===== config.mk =====
export PLATFORM = sky130hd
export DESIGN_NAME = smart_beacon_scheduler_unit
export DESIGN_NICKNAME = d
export VERILOG_FILES = /design/src/sbs_pkg.sv /design/src/smart_beacon_scheduler_unit.sv /design/src/sbs_front.sv /design/src/sbs_div.sv /design/src/sbs_back.sv
export SDC_FILE = /design/constraint.sdc
export NUM_CORES = 1
export LEC_CHECK = 0
export ABC_AREA = 0
export BUFFER_PORTS_ARGS = -buffer_cell sky130_fd_sc_hd__buf_4
export CORE_ASPECT_RATIO = 0.8
export CORE_MARGIN = 1
export CORE_UTILIZATION = 40
export CTS_CLUSTER_DIAMETER = 40
export CTS_CLUSTER_SIZE = 14
export DETAILED_ROUTE_END_ITERATION = 10
export GPL_TIMING_DRIVEN = 0
export PLACE_DENSITY = 0.54
export SKIP_LAST_GASP = 1
export SLEW_MARGIN = 25
export SYNTH_ARGS = -nofsm -noshare
export SYNTH_HDL_FRONTEND = slang
export SYNTH_SLANG_ARGS = --single-unit
export TNS_END_PERCENT = 1

===== constraint.sdc =====
create_clock -name clk -period 8.65 [get_ports clk]
set_clock_uncertainty 0.2 [all_clocks]
set_input_delay 1.2975 -clock clk [delete_from_list [all_inputs] [get_ports clk]]
set_output_delay 1.2975 -clock clk [all_outputs]
set_load 0.05 [all_outputs]

===== src/sbs_pkg.sv =====
// Shared types, constants and register indexes of the beacon scheduler.
// Used by every module of the block; depends on nothing.
package sbs_pkg;

  localparam int SPEED_W   = 10;
  localparam int HEADING_W = 9;
  localparam int PERIOD_W  = 16;
  localparam int SEC_W     = 32;
  localparam int CFG_IDX_W = 3;
  localparam int CFG_DAT_W = 16;
  localparam int IN_DATA_W  = 24;
  localparam int OUT_DATA_W = 24;

  localparam int DIV_NUM_W = PERIOD_W + SPEED_W;
  localparam int DIV_DEN_W = SPEED_W;
  localparam int DIV_CNT_W = 5;

  localparam int QUEUE_DEPTH = 2;
  localparam int QPTR_W      = 1;
  localparam int QCNT_W      = 2;

  localparam logic [PERIOD_W-1:0] PERIOD_RESET = 16'd120;
  localparam logic [PERIOD_W-1:0] PERIOD_MAX   = 16'hFFFF;
  localparam logic [SEC_W-1:0]    SEC_MAX      = 32'hFFFF_FFFF;
  localparam logic signed [10:0]  HALF_TURN    = 11'sd180;
  localparam logic signed [10:0]  FULL_TURN    = 11'sd360;

  localparam logic [DIV_CNT_W-1:0] STEPS_PERIOD = 5'd26;
  localparam logic [DIV_CNT_W-1:0] STEPS_GAIN   = 5'd16;

  typedef enum logic [CFG_IDX_W-1:0] {
    REG_ENABLE     = 3'd0,
    REG_FAST_SPEED = 3'd1,
    REG_FAST_PER   = 3'd2,
    REG_SLOW_SPEED = 3'd3,
    REG_SLOW_PER   = 3'd4,
    REG_TURN_HOLD  = 3'd5,
    REG_TURN_MIN   = 3'd6,
    REG_TURN_GAIN  = 3'd7
  } reg_idx_t;

  typedef enum logic [2:0] {
    CLS_TICK = 3'd0,
    CLS_HOLD = 3'd1,
    CLS_SLOW = 3'd2,
    CLS_FAST = 3'd3,
    CLS_MID  = 3'd4
  } cls_t;

  typedef struct packed {
    logic                enable;
    logic [SPEED_W-1:0]  fast_speed;
    logic [PERIOD_W-1:0] fast_period;
    logic [SPEED_W-1:0]  slow_speed;
    logic [PERIOD_W-1:0] slow_period;
    logic [15:0]         turn_hold_seconds;
    logic [7:0]          turn_min_degrees;
    logic [15:0]         turn_gain;
  } cfg_t;

  typedef struct packed {
    cls_t                 cls;
    logic [SPEED_W-1:0]   speed;
    logic [HEADING_W-1:0] heading;
  } qitem_t;

  typedef struct packed {
    logic                 start;
    logic [DIV_NUM_W-1:0] dividend;
    logic [DIV_DEN_W-1:0] divisor;
    logic [DIV_CNT_W-1:0] steps;
  } div_req_t;

  typedef struct packed {
    logic                 done;
    logic [DIV_NUM_W-1:0] quotient;
  } div_rsp_t;

endpackage


===== src/smart_beacon_scheduler_unit.sv =====
// Top level of the adaptive position-beacon scheduler: configuration registers,
// front end queue, back end sequencer and shared divider. Depends on sbs_pkg.
//
// Each input item is a one-second tick or a position fix; each yields exactly
// one result item with the beacon decision and the beacon period now in force.
// Ticks, fixes while disabled, and fixes below the slow speed need no division.
// A fix above the fast speed takes one division on the shared serial divider,
// for the turn slope term, and one between the slow and fast speeds takes two.
// The divider delivers one quotient bit per cycle, 26 bits for the speed-scaled
// period and 16 bits for the turn slope term. A two-entry queue
// lets the input side keep accepting while the back end works, and the output
// register lets the back end finish the next item while a result waits.
// Configuration registers are written through cfg_we/cfg_index/cfg_data and
// should only be changed while no item is in flight.
module smart_beacon_scheduler_unit (
  input  logic                            clk,
  input  logic                            rst,
  input  logic                            s_axis_tvalid,
  output logic                            s_axis_tready,
  // [9:0] ground_speed, [18:10] heading, upper bits zero.
  input  logic [sbs_pkg::IN_DATA_W-1:0]   s_axis_tdata,
  // [0] action: 0 = one-second tick, 1 = position fix.
  input  logic [0:0]                      s_axis_tuser,
  output logic                            m_axis_tvalid,
  input  logic                            m_axis_tready,
  // [0] beacon, [16:1] period_now, upper bits zero.
  output logic [sbs_pkg::OUT_DATA_W-1:0]  m_axis_tdata,
  input  logic                            cfg_we,
  input  logic [sbs_pkg::CFG_IDX_W-1:0]   cfg_index,
  input  logic [sbs_pkg::CFG_DAT_W-1:0]   cfg_data
);
  import sbs_pkg::*;

  cfg_t                cfg;
  logic                q_valid;
  qitem_t              q_item;
  logic                q_pop;
  div_req_t            div_req;
  div_rsp_t            div_rsp;
  logic                out_beacon;
  logic [PERIOD_W-1:0] out_period;

  // Register file; writes to each register keep only its own width.
  always_ff @(posedge clk) begin
    if (rst) begin
      cfg.enable            <= 1'b1;
      cfg.fast_speed        <= 10'd96;
      cfg.fast_period       <= 16'd40;
      cfg.slow_speed        <= 10'd8;
      cfg.slow_period       <= 16'd1800;
      cfg.turn_hold_seconds <= 16'd15;
      cfg.turn_min_degrees  <= 8'd30;
      cfg.turn_gain         <= 16'd255;
    end else if (cfg_we) begin
      case (reg_idx_t'(cfg_index))
        REG_ENABLE:     cfg.enable            <= cfg_data[0];
        REG_FAST_SPEED: cfg.fast_speed        <= cfg_data[SPEED_W-1:0];
        REG_FAST_PER:   cfg.fast_period       <= cfg_data[PERIOD_W-1:0];
        REG_SLOW_SPEED: cfg.slow_speed        <= cfg_data[SPEED_W-1:0];
        REG_SLOW_PER:   cfg.slow_period       <= cfg_data[PERIOD_W-1:0];
        REG_TURN_HOLD:  cfg.turn_hold_seconds <= cfg_data;
        REG_TURN_MIN:   cfg.turn_min_degrees  <= cfg_data[7:0];
        REG_TURN_GAIN:  cfg.turn_gain         <= cfg_data;
        default:        cfg.enable            <= cfg.enable;
      endcase
    end
  end

  sbs_front u_front (
    .clk        (clk),
    .rst        (rst),
    .cfg        (cfg),
    .in_valid   (s_axis_tvalid),
    .in_ready   (s_axis_tready),
    .in_action  (s_axis_tuser[0]),
    .in_speed   (s_axis_tdata[SPEED_W-1:0]),
    .in_heading (s_axis_tdata[SPEED_W+HEADING_W-1:SPEED_W]),
    .q_valid    (q_valid),
    .q_item     (q_item),
    .q_pop      (q_pop)
  );

  sbs_div u_div (
    .clk (clk),
    .rst (rst),
    .req (div_req),
    .rsp (div_rsp)
  );

  sbs_back u_back (
    .clk        (clk),
    .rst        (rst),
    .cfg        (cfg),
    .q_valid    (q_valid),
    .q_item     (q_item),
    .q_pop      (q_pop),
    .div_req    (div_req),
    .div_rsp    (div_rsp),
    .out_valid  (m_axis_tvalid),
    .out_ready  (m_axis_tready),
    .out_beacon (out_beacon),
    .out_period (out_period)
  );

  assign m_axis_tdata = {{(OUT_DATA_W-PERIOD_W-1){1'b0}}, out_period, out_beacon};

endmodule


===== src/sbs_front.sv =====
// Front end: accepts input items, classifies them and queues them.
// Depends on sbs_pkg.
module sbs_front (
  input  logic                          clk,
  input  logic                          rst,
  input  sbs_pkg::cfg_t                 cfg,
  input  logic                          in_valid,
  output logic                          in_ready,
  input  logic                          in_action,
  input  logic [sbs_pkg::SPEED_W-1:0]   in_speed,
  input  logic [sbs_pkg::HEADING_W-1:0] in_heading,
  output logic                          q_valid,
  output sbs_pkg::qitem_t               q_item,
  input  logic                          q_pop
);
  import sbs_pkg::*;

  qitem_t             entries [QUEUE_DEPTH];
  logic [QPTR_W-1:0]  wr_ptr;
  logic [QPTR_W-1:0]  rd_ptr;
  logic [QCNT_W-1:0]  count;
  qitem_t             cls_item;
  logic               push;
  logic               pop;

  // Uses configuration; user must change it only while queue is empty, unchecked.
  always_comb begin
    cls_item.speed   = in_speed;
    cls_item.heading = in_heading;
    if (!in_action) begin
      cls_item.cls = CLS_TICK;
    end else if (!cfg.enable) begin
      cls_item.cls = CLS_HOLD;
    end else if (in_speed < cfg.slow_speed) begin
      cls_item.cls = CLS_SLOW;
    end else if (in_speed > cfg.fast_speed) begin
      cls_item.cls = CLS_FAST;
    end else begin
      cls_item.cls = CLS_MID;
    end
  end

  assign in_ready = (count != QCNT_W'(QUEUE_DEPTH));
  assign q_valid  = (count != '0);
  assign q_item   = entries[rd_ptr];
  assign push     = in_valid && in_ready;
  assign pop      = q_pop && q_valid;

  always_ff @(posedge clk) begin
    if (push) begin
      entries[wr_ptr] <= cls_item;
    end
  end

  always_ff @(posedge clk) begin
    if (rst) begin
      wr_ptr <= '0;
      rd_ptr <= '0;
      count  <= '0;
    end else begin
      if (push) begin
        wr_ptr <= wr_ptr + 1'b1;
      end
      if (pop) begin
        rd_ptr <= rd_ptr + 1'b1;
      end
      if (push && !pop) begin
        count <= count + 1'b1;
      end else if (pop && !push) begin
        count <= count - 1'b1;
      end
    end
  end

endmodule


===== src/sbs_div.sv =====
// Shared restoring divider, one quotient bit per cycle.
// Depends on sbs_pkg. A zero divisor yields ones in every computed quotient bit.
module sbs_div (
  input  logic              clk,
  input  logic              rst,
  input  sbs_pkg::div_req_t req,
  output sbs_pkg::div_rsp_t rsp
);
  import sbs_pkg::*;

  logic [DIV_NUM_W-1:0] dvd;
  logic [DIV_NUM_W-1:0] quo;
  logic [DIV_DEN_W-1:0] rem;
  logic [DIV_DEN_W-1:0] den;
  logic [DIV_CNT_W-1:0] cnt;
  logic                 busy;
  logic                 done;
  logic [DIV_DEN_W:0]   trial;
  logic [DIV_DEN_W:0]   diff;
  logic                 ge;

  // The dividend is left aligned, so its top bit enters the remainder each step.
  assign trial = {rem, dvd[DIV_NUM_W-1]};
  assign ge    = (trial >= {1'b0, den});
  assign diff  = trial - {1'b0, den};

  always_ff @(posedge clk) begin
    if (req.start) begin
      dvd <= req.dividend;
      den <= req.divisor;
      quo <= '0;
      rem <= '0;
    end else if (busy) begin
      dvd <= {dvd[DIV_NUM_W-2:0], 1'b0};
      quo <= {quo[DIV_NUM_W-2:0], ge};
      rem <= ge ? diff[DIV_DEN_W-1:0] : trial[DIV_DEN_W-1:0];
    end
  end

  always_ff @(posedge clk) begin
    if (rst) begin
      busy <= 1'b0;
      done <= 1'b0;
      cnt  <= '0;
    end else begin
      done <= 1'b0;
      if (req.start) begin
        busy <= 1'b1;
        cnt  <= req.steps;
      end else if (busy) begin
        cnt <= cnt - 1'b1;
        if (cnt == DIV_CNT_W'(1)) begin
          busy <= 1'b0;
          done <= 1'b1;
        end
      end
    end
  end

  assign rsp.done     = done;
  assign rsp.quotient = quo;

endmodule


===== src/sbs_back.sv =====
// Back end: sequencer that evaluates queued items, keeps the beacon state
// and holds the output register. Depends on sbs_pkg and drives sbs_div.
module sbs_back (
  input  logic                          clk,
  input  logic                          rst,
  input  sbs_pkg::cfg_t                 cfg,
  input  logic                          q_valid,
  input  sbs_pkg::qitem_t               q_item,
  output logic                          q_pop,
  output sbs_pkg::div_req_t             div_req,
  input  sbs_pkg::div_rsp_t             div_rsp,
  output logic                          out_valid,
  input  logic                          out_ready,
  output logic                          out_beacon,
  output logic [sbs_pkg::PERIOD_W-1:0]  out_period
);
  import sbs_pkg::*;

  typedef enum logic [6:0] {
    ST_IDLE  = 7'b0000001,
    ST_LOAD1 = 7'b0000010,
    ST_DIV1  = 7'b0000100,
    ST_LOAD2 = 7'b0001000,
    ST_DIV2  = 7'b0010000,
    ST_TURN  = 7'b0100000,
    ST_DONE  = 7'b1000000
  } state_t;

  state_t               state;
  qitem_t               cur;
  logic [DIV_NUM_W-1:0] prod;
  logic [PERIOD_W-1:0]  per_calc;
  logic [16:0]          thr;
  logic                 turn;

  logic [HEADING_W-1:0] last_heading;
  logic                 heading_known;
  logic [PERIOD_W-1:0]  period;
  logic [SEC_W-1:0]     seconds_since;

  logic [HEADING_W-1:0] eff_last;
  logic signed [10:0]   hdiff;
  logic signed [10:0]   hfold;
  logic [10:0]          mag;
  logic                 turn_next;
  logic [SEC_W-1:0]     sec_inc;
  logic                 send;
  logic                 is_fix;
  logic                 out_free;

  assign q_pop    = (state == ST_IDLE) && q_valid;
  assign out_free = !out_valid || out_ready;
  assign is_fix   = cur.cls inside {CLS_SLOW, CLS_FAST, CLS_MID};

  always_comb begin
    div_req.start   = (state == ST_LOAD1) || (state == ST_LOAD2);
    div_req.divisor = cur.speed;
    if (state == ST_LOAD1) begin
      div_req.dividend = prod;
      div_req.steps    = STEPS_PERIOD;
    end else begin
      div_req.dividend = {cfg.turn_gain, {SPEED_W{1'b0}}};
      div_req.steps    = STEPS_GAIN;
    end
  end

  // Turn test: an unseeded heading compares against itself, giving no change.
  always_comb begin
    eff_last = heading_known ? last_heading : cur.heading;
    hdiff    = $signed({2'b00, eff_last}) - $signed({2'b00, cur.heading});
    if (hdiff > HALF_TURN) begin
      hfold = hdiff - FULL_TURN;
    end else if (hdiff < -HALF_TURN) begin
      hfold = hdiff + FULL_TURN;
    end else begin
      hfold = hdiff;
    end
    mag       = hfold[10] ? 11'(-hfold) : 11'(hfold);
    turn_next = ({6'b0, mag} > thr) &&
                (seconds_since > {16'b0, cfg.turn_hold_seconds});
  end

  always_comb begin
    if ((cur.cls == CLS_TICK) && (seconds_since != SEC_MAX)) begin
      sec_inc = seconds_since + 1'b1;
    end else begin
      sec_inc = seconds_since;
    end
    send = turn || (sec_inc > {16'b0, per_calc});
  end

  // The result register fills when an item finishes and empties when it is taken.
  always_ff @(posedge clk) begin
    if (rst) begin
      out_valid <= 1'b0;
    end else if ((state == ST_DONE) && out_free) begin
      out_valid <= 1'b1;
    end else if (out_ready) begin
      out_valid <= 1'b0;
    end
  end

  always_ff @(posedge clk) begin
    if (rst) begin
      state         <= ST_IDLE;
      last_heading  <= '0;
      heading_known <= 1'b0;
      period        <= PERIOD_RESET;
      seconds_since <= '0;
    end else begin
      case (state)
        ST_IDLE: begin
          if (q_valid) begin
            case (q_item.cls)
              CLS_SLOW: state <= ST_DONE;
              CLS_FAST: state <= ST_LOAD2;
              CLS_MID:  state <= ST_LOAD1;
              default:  state <= ST_DONE;
            endcase
          end
        end
        ST_LOAD1: state <= ST_DIV1;
        ST_DIV1: begin
          if (div_rsp.done) begin
            state <= ST_LOAD2;
          end
        end
        ST_LOAD2: state <= ST_DIV2;
        ST_DIV2: begin
          if (div_rsp.done) begin
            state <= ST_TURN;
          end
        end
        ST_TURN: state <= ST_DONE;
        ST_DONE: begin
          if (out_free) begin
            state     <= ST_IDLE;
            period    <= per_calc;
            if (is_fix && (!heading_known || turn)) begin
              last_heading  <= cur.heading;
              heading_known <= 1'b1;
            end
            seconds_since <= send ? '0 : sec_inc;
          end
        end
        default: state <= ST_IDLE;
      endcase
    end
  end

  always_ff @(posedge clk) begin
    case (state)
      ST_IDLE: begin
        cur  <= q_item;
        turn <= 1'b0;
        prod <= {{SPEED_W{1'b0}}, cfg.fast_period} *
                {{PERIOD_W{1'b0}}, cfg.fast_speed};
        case (q_item.cls)
          CLS_SLOW: per_calc <= cfg.slow_period;
          CLS_FAST: per_calc <= cfg.fast_period;
          default:  per_calc <= period;
        endcase
      end
      ST_DIV1: begin
        if (div_rsp.done) begin
          per_calc <= (|div_rsp.quotient[DIV_NUM_W-1:PERIOD_W]) ?
                      PERIOD_MAX : div_rsp.quotient[PERIOD_W-1:0];
        end
      end
      ST_DIV2: begin
        if (div_rsp.done) begin
          thr <= {9'b0, cfg.turn_min_degrees} + {1'b0, div_rsp.quotient[15:0]};
        end
      end
      ST_TURN: turn <= turn_next;
      ST_DONE: begin
        if (out_free) begin
          out_beacon <= send;
          out_period <= per_calc;
        end
      end
      default: turn <= turn;
    endcase
  end

endmodule


# Word level (Yosys, flattened, before mapping)
# Memory sizes are Yosys's and may differ from the RTL's. A register that Yosys moved wholly into a read port is not among the register bits.
# Index checks and enable logic that the tools add are counted.
[totals]
output_inout_bits = 26
register_bits = 341
in_bits = 49
memories = 1
mem_bits_rw = 44
[op_classes]
eq_ne = 27
muxes = 40
magnitude_cmp = 8
mul = 1
n_addsub = 12
n_bitwise = 1
n_reduce_logical = 41
[mem_list]
columns = ["name", "words", "word_bits", "rd", "rd_ports_with_merged_regs", "wr", "line_no", "rtl"]
rows = [
  ["u_front.entries", 2, 22, 1, 1, 1, "sbs_front.sv:18", "qitem_t entries [QUEUE_DEPTH];"],
]
[op_table]
columns = ["operator", "n"]
rows = [
  ["$mux 26", 3],
  ["$gt 32x16->1", 2],
  ["$mux 32", 2],
  ["$pmux 16 s2", 2],
  ["$pmux 7 s7", 1],
  ["$mux 11", 3],
  ["$add 32x1->32 const B", 1],
  ["$mux 16", 2],
  ["$ne 32x32->1 const B", 1],
  ["$mux 7", 4],
  ["$mul 16x10->26", 1],
  ["$reduce_and 2->1", 11],
  ["$eq 3x2->1 const B", 6],
  ["$eq 3x3->1 const B", 6],
  ["$add 8x16->17", 1],
  ["$gt 11x17->1", 1],
  ["$pmux 7 s2", 1],
  ["$mux 3", 4],
  ["$reduce_bool 2->1", 6],
  ["$add 11x10->11 const B", 1],
  ["$ge 11x10->1", 1],
  ["$gt 11x9->1 const B", 1],
  ["$lt 11x9->1 const B", 1],
  ["$neg 11->11", 1],
  ["37 further kinds", 67],
]

# Depth between registers and ports, before layout
[depth]
word_depth = 10
mapped_depth = 30
mapped_depth_nobuf = 29

# By module
# From an unflattened synthesis, not the netlist that was laid out.
[unflattened]
cells_unflattened = 2378
area_unflattened_um2 = 24238.2
[by_module_without_submodules]
columns = ["mod", "n_inst", "area_each_um2", "cells_each"]
rows = [
  ["sbs_back", 1, 14496.4, 1549],
  ["smart_beacon_scheduler_unit", 1, 3853.7, 355],
  ["sbs_div", 1, 3563.4, 307],
  ["sbs_front", 1, 2324.7, 167],
]

# Worst setup path before layout
# No wires, ideal clock.
[synth_timing]
path_type = "reg-to-reg"
startpoint = "register u_back.state[6]"
endpoint = "register u_front.count[1]"
synth_period_minus_slack_ps = 6647
path_stages_with_launch = 9
t_arrival_ps = 6377
t_required_ps = 8380
setup_ps = 70
slack_ps = 2003
path_cell_list = "dfxtp_1 > nor3_1 > nand2_1 > nor3b_1 > o21ai_0 > ha_1 > xor2_1 > or3_1 > a21oi_1"
[synth_between]
elab_chain_cells = 6
word_cells_on_any_way = 8
cone_classes = "eq/ne (1); mux (1); reduce/logical (6)"
[synth_rtl]
columns = ["element", "line_no", "rtl"]
rows = [
  ["start, declared", "sbs_back.sv:29", "state_t state;"],
  ["start signal, assigned", "sbs_back.sv:105", "state <= ST_IDLE;"],
  ["start signal, assigned", "sbs_back.sv:115", "CLS_SLOW: state <= ST_DONE;"],
  ["start signal, assigned", "sbs_back.sv:116", "CLS_FAST: state <= ST_LOAD2;"],
  ["$eq 7x1->1 *", "sbs_back.sv:51", "assign q_pop = (state == ST_IDLE) && q_valid;"],
  ["$logic_and 1x1->1 *", "sbs_back.sv:51", ""],
  ["$logic_and 1x1->1 *", "sbs_front.sv:47", "assign pop = q_pop && q_valid;"],
  ["$logic_not 1->1", "sbs_front.sv:67", "if (push && !pop) begin"],
  ["$logic_and 1x1->1", "sbs_front.sv:67", ""],
  ["$mux 2 / $reduce_bool 2->1 (equally long branches)", "--", ""],
  ["end signal, assigned", "sbs_front.sv:68", "count <= count + 1'b1;"],
  ["end signal, assigned", "sbs_front.sv:70", "count <= count - 1'b1;"],
  ["end, declared", "sbs_front.sv:21", "logic [QCNT_W-1:0] count;"],
]
# Mark *: on every way between the ends. The rest lies on a longest branch, timed or not.
# A chain may end at the register's enable or synchronous reset.

# Final worst setup path
[layout_timing]
startpoint = "register cfg[85] (netlist name)"
endpoint = "register u_back.prod[25], data pin"
[layout_between]
elab_chain_cells = 1
[layout_rtl]
columns = ["element", "line_no", "rtl"]
rows = [
  ["$mul 16x10->26", "sbs_back.sv:156", "prod <= {{SPEED_W{1'b0}}, cfg.fast_period} *"],
  ["end signal, assigned", "sbs_back.sv:156", ""],
  ["end, declared", "sbs_back.sv:31", "logic [DIV_NUM_W-1:0] prod;"],
]
# No other way between the ends.

==> reports/qor.yml <==
grt_pass1_wl_mm: 100
setup-violations-final: 0
clock_latency_ns: 0.63
max_freq_mhz: 135
vias: 17600
synth_top_area_share: 0.230
antenna_left: 0
crit_type: "flop to flop"
period_minus_slack_ns: 7.41
pre_cts_ws_ns: 1.34
via_per_inst: 5.24
grt_overflow: 0
yosys_register_bits: 386
startpoint_type: "flop"
finalHoldViolations: 0
relSlewSlack: 0.334
synth_cell_types: 80
critPathMaxStageDelay_ns: 0.56
final_common_cell: "nand2_1"
grt_use_total: 0.218
clk_pin_slew_ns: 0.06
core-area_um2: 57200
die_h_um: 218
yosys.area.top_type: "edfxtp_1"
syn2layout_area_growth_pct: 15.0
p_leak_nw: 11.4
status: "complete, no violations"
crit_arrival_ns: 7.58
crit_family: "adder cells"
num_io_pins: 75
hold_buffers: 0
cts.sinks: 386
grt_setup_unrepaired: "false"
die_area_um2: 59300
drt-wirelength-per-cell_um: 18.8
path_common_cell: "fa_1"
routed_wl_mm: 63.3
dp_hpwl_mm: 48.1
syn_area_um2: 23300
rows: 78
syn-instance-count: 2421
end_kind: "flop"
multi_input_area_um2: 12600
critPathSlowestCell: "clkbuf_1"
utilization: 0.469
tritoncts: "done"
stdcell_count: 3361
final_area_um2: 26800
cts_buffer_depth: 3
placed_area_um2: 24900
syn_area_per_cell_um2: 9.63
cts-root-buf: "clkbuf_16"
start_util: 0.408
ys_seq_area_frac: 0.408
cp_max_fo: 10
dp_cells: 3257
gp_congestion: 0.832
io_buffers: 59
ys_warn_count: 0
drv_cap: 0
final_cell_mix: "nand2_1 (391), inv_1 (207), dfxtp_1 (207), edfxtp_1 (179), nor2_1 (168)"
min_path_type: "flop to flop"
min_path_cells: 0
period_share: 0.856
num_antenna_cells: 0
n_fill_cell: 5486
cp_cell_sequence: "clkbuf_1, clkbuf_1, nand2_1, fa_1, inv_1, fa_1, fa_1, fa_1, fa_1, ha_1, a21o_1, a21oi_1, o2111ai_1, nand2_1, o21ai_0, nand4_1, a21oi_1, or2_2, a21o_1, a21oi_1, xnor2_1"
setup_slack_ns: 1.24
cts_buffers: 55
ys.flop_type: "dfxtp_1"
critical_path_buf_inv_count: 3
pwr_density_cell_nw_per_um2: 318
grt_max_degree: 27
drive_gt1_frac: 0.0946
regArea_um2: 9520
drt_iter0_drc: 1190
slew_viol_final: 0
grt_pass1_vias: 17500
worst_pin_slew_ns: 0.991
nets: 2877
dieWidth_um: 272
cts_max_level: 2
dr.pass1.iters: 6
antenna_found_initial: 2
cp.required_ns: 8.82
ctsResizeCount: 0
synth_area_leaders: "edfxtp_1 (23%), dfxtp_1 (18%), fa_1 (9.7%), ha_1 (8.6%), nand2_1 (6.3%)"
ys_async_sr_fraction: 0
drcViolationCount: 0
cts_setup_buffers: 0
synth_enable_flop_cells: 179
fin_hold_ws_ns: 0.219
ir_drop_uv: 386
worst-r2r-cell-count: 21
cp.depth: 21
-- flip-flops by register name, indices dropped and copies added (netlist names), 2 cells and up, named ones only --
| signal | count |
|---|---|
| u_front.count | 2 |
| u_back.out_period | 16 |
| u_div.den | 10 |
| u_back.per_calc | 16 |
| cfg | 93 |
| u_back.div_req | 10 |
| u_div.dvd | 26 |
| u_div.rem | 10 |
| u_div.cnt | 5 |
| u_back.cur | 12 |
| u_back.period | 16 |
| u_back.last_heading | 9 |
| u_back.state | 7 |
| u_front.entries | 44 |
| u_back.thr | 17 |
| u_back.seconds_since | 32 |
| u_back.prod | 26 |
| u_div.quo | 26 |
-- where the power goes --
group / internal [W] / leakage (nW) / switching (W)
registers: 0.00229 / 3.36 / 0.000179
logic: 0.00153 / 7.05 / 0.00222
clock network: 0.00134 / 0.946 / 0.000967
total: 0.00516 / 11.4 / 0.00336
-- per-layer routing --
layer	share of wire	global-route usage	up-vias
met5	0	0	-
met4	0.019	0.0541	0
met3	0.053	0.0331	81
met2	0.44	0.343	422
met1	0.49	0.312	8583
li1	-	-	8539
-- cells by family after synthesis --
logic type | share of synthesized area
buf+inv | 0.0554
xor+xnor | 0.0312
fa+ha+maj | 0.183
simple gates | 0.180
flops | 0.408
compound gates | 0.110
mux | 0.0316
other cells | 0.000161
-- worst paths after layout --
path	startpoint	to	slack, ns
worst min register to register	u_back.div_req[10]	u_div.den[5]	0.22
worst min-delay path	u_back.div_req[10]	u_div.den[5]	0.22
worst max register to register	cfg[85]	u_back.prod[25]	1.24
worst max-delay path	cfg[85]	u_back.prod[25]	1.24
-- layout make-up --
cell class / count / share of cell area
well taps: 760 / 0.0355
inverters: 207 / 0.0290
multi-input cells: 1716 / 0.469
flip-flops and latches: 386 / 0.355
plain buffers: 119 / 0.0193
repair buffers: 69 / 0.0207
clock inverters: 44 / 0.0171
clock buffers: 60 / 0.0548
-- cell usage after synthesis, drive strengths merged (7+ instances only) --
library cell,count
nor2b,20
and2,94
a211oi,10
o21ai,57
or3,9
nand4,30
dfxtp,207
nand3b,25
o31ai,9
a21oi,140
nor2,171
clkbuf,102
nand2,393
a211o,10
edfxtp,179
a21boi,7
nor3,30
a21o,45
nor3b,8
o22a,16
mux2,21
fa,113
a22o,21
xor2,27
a31oi,24
o211ai,7
nand2b,27
xnor2,56
nand3,31
ha,161
mux2i,50
o22ai,16
buf,16
and3,8
inv,207
nor4,8
-- per-stage QoR --
| stage | power [W] | TNS, ns |
|---|---|---|
| after floorplan | 0.00525 | 0 |
| after global placement | 0.00614 | -2.91 |
| after detailed placement | 0.00621 | 0 |
| after CTS | 0.00856 | 0 |
| after global routing | 0.00918 | 0 |
| final | 0.00852 | 0 |
(Power assumes the default switching activity.)
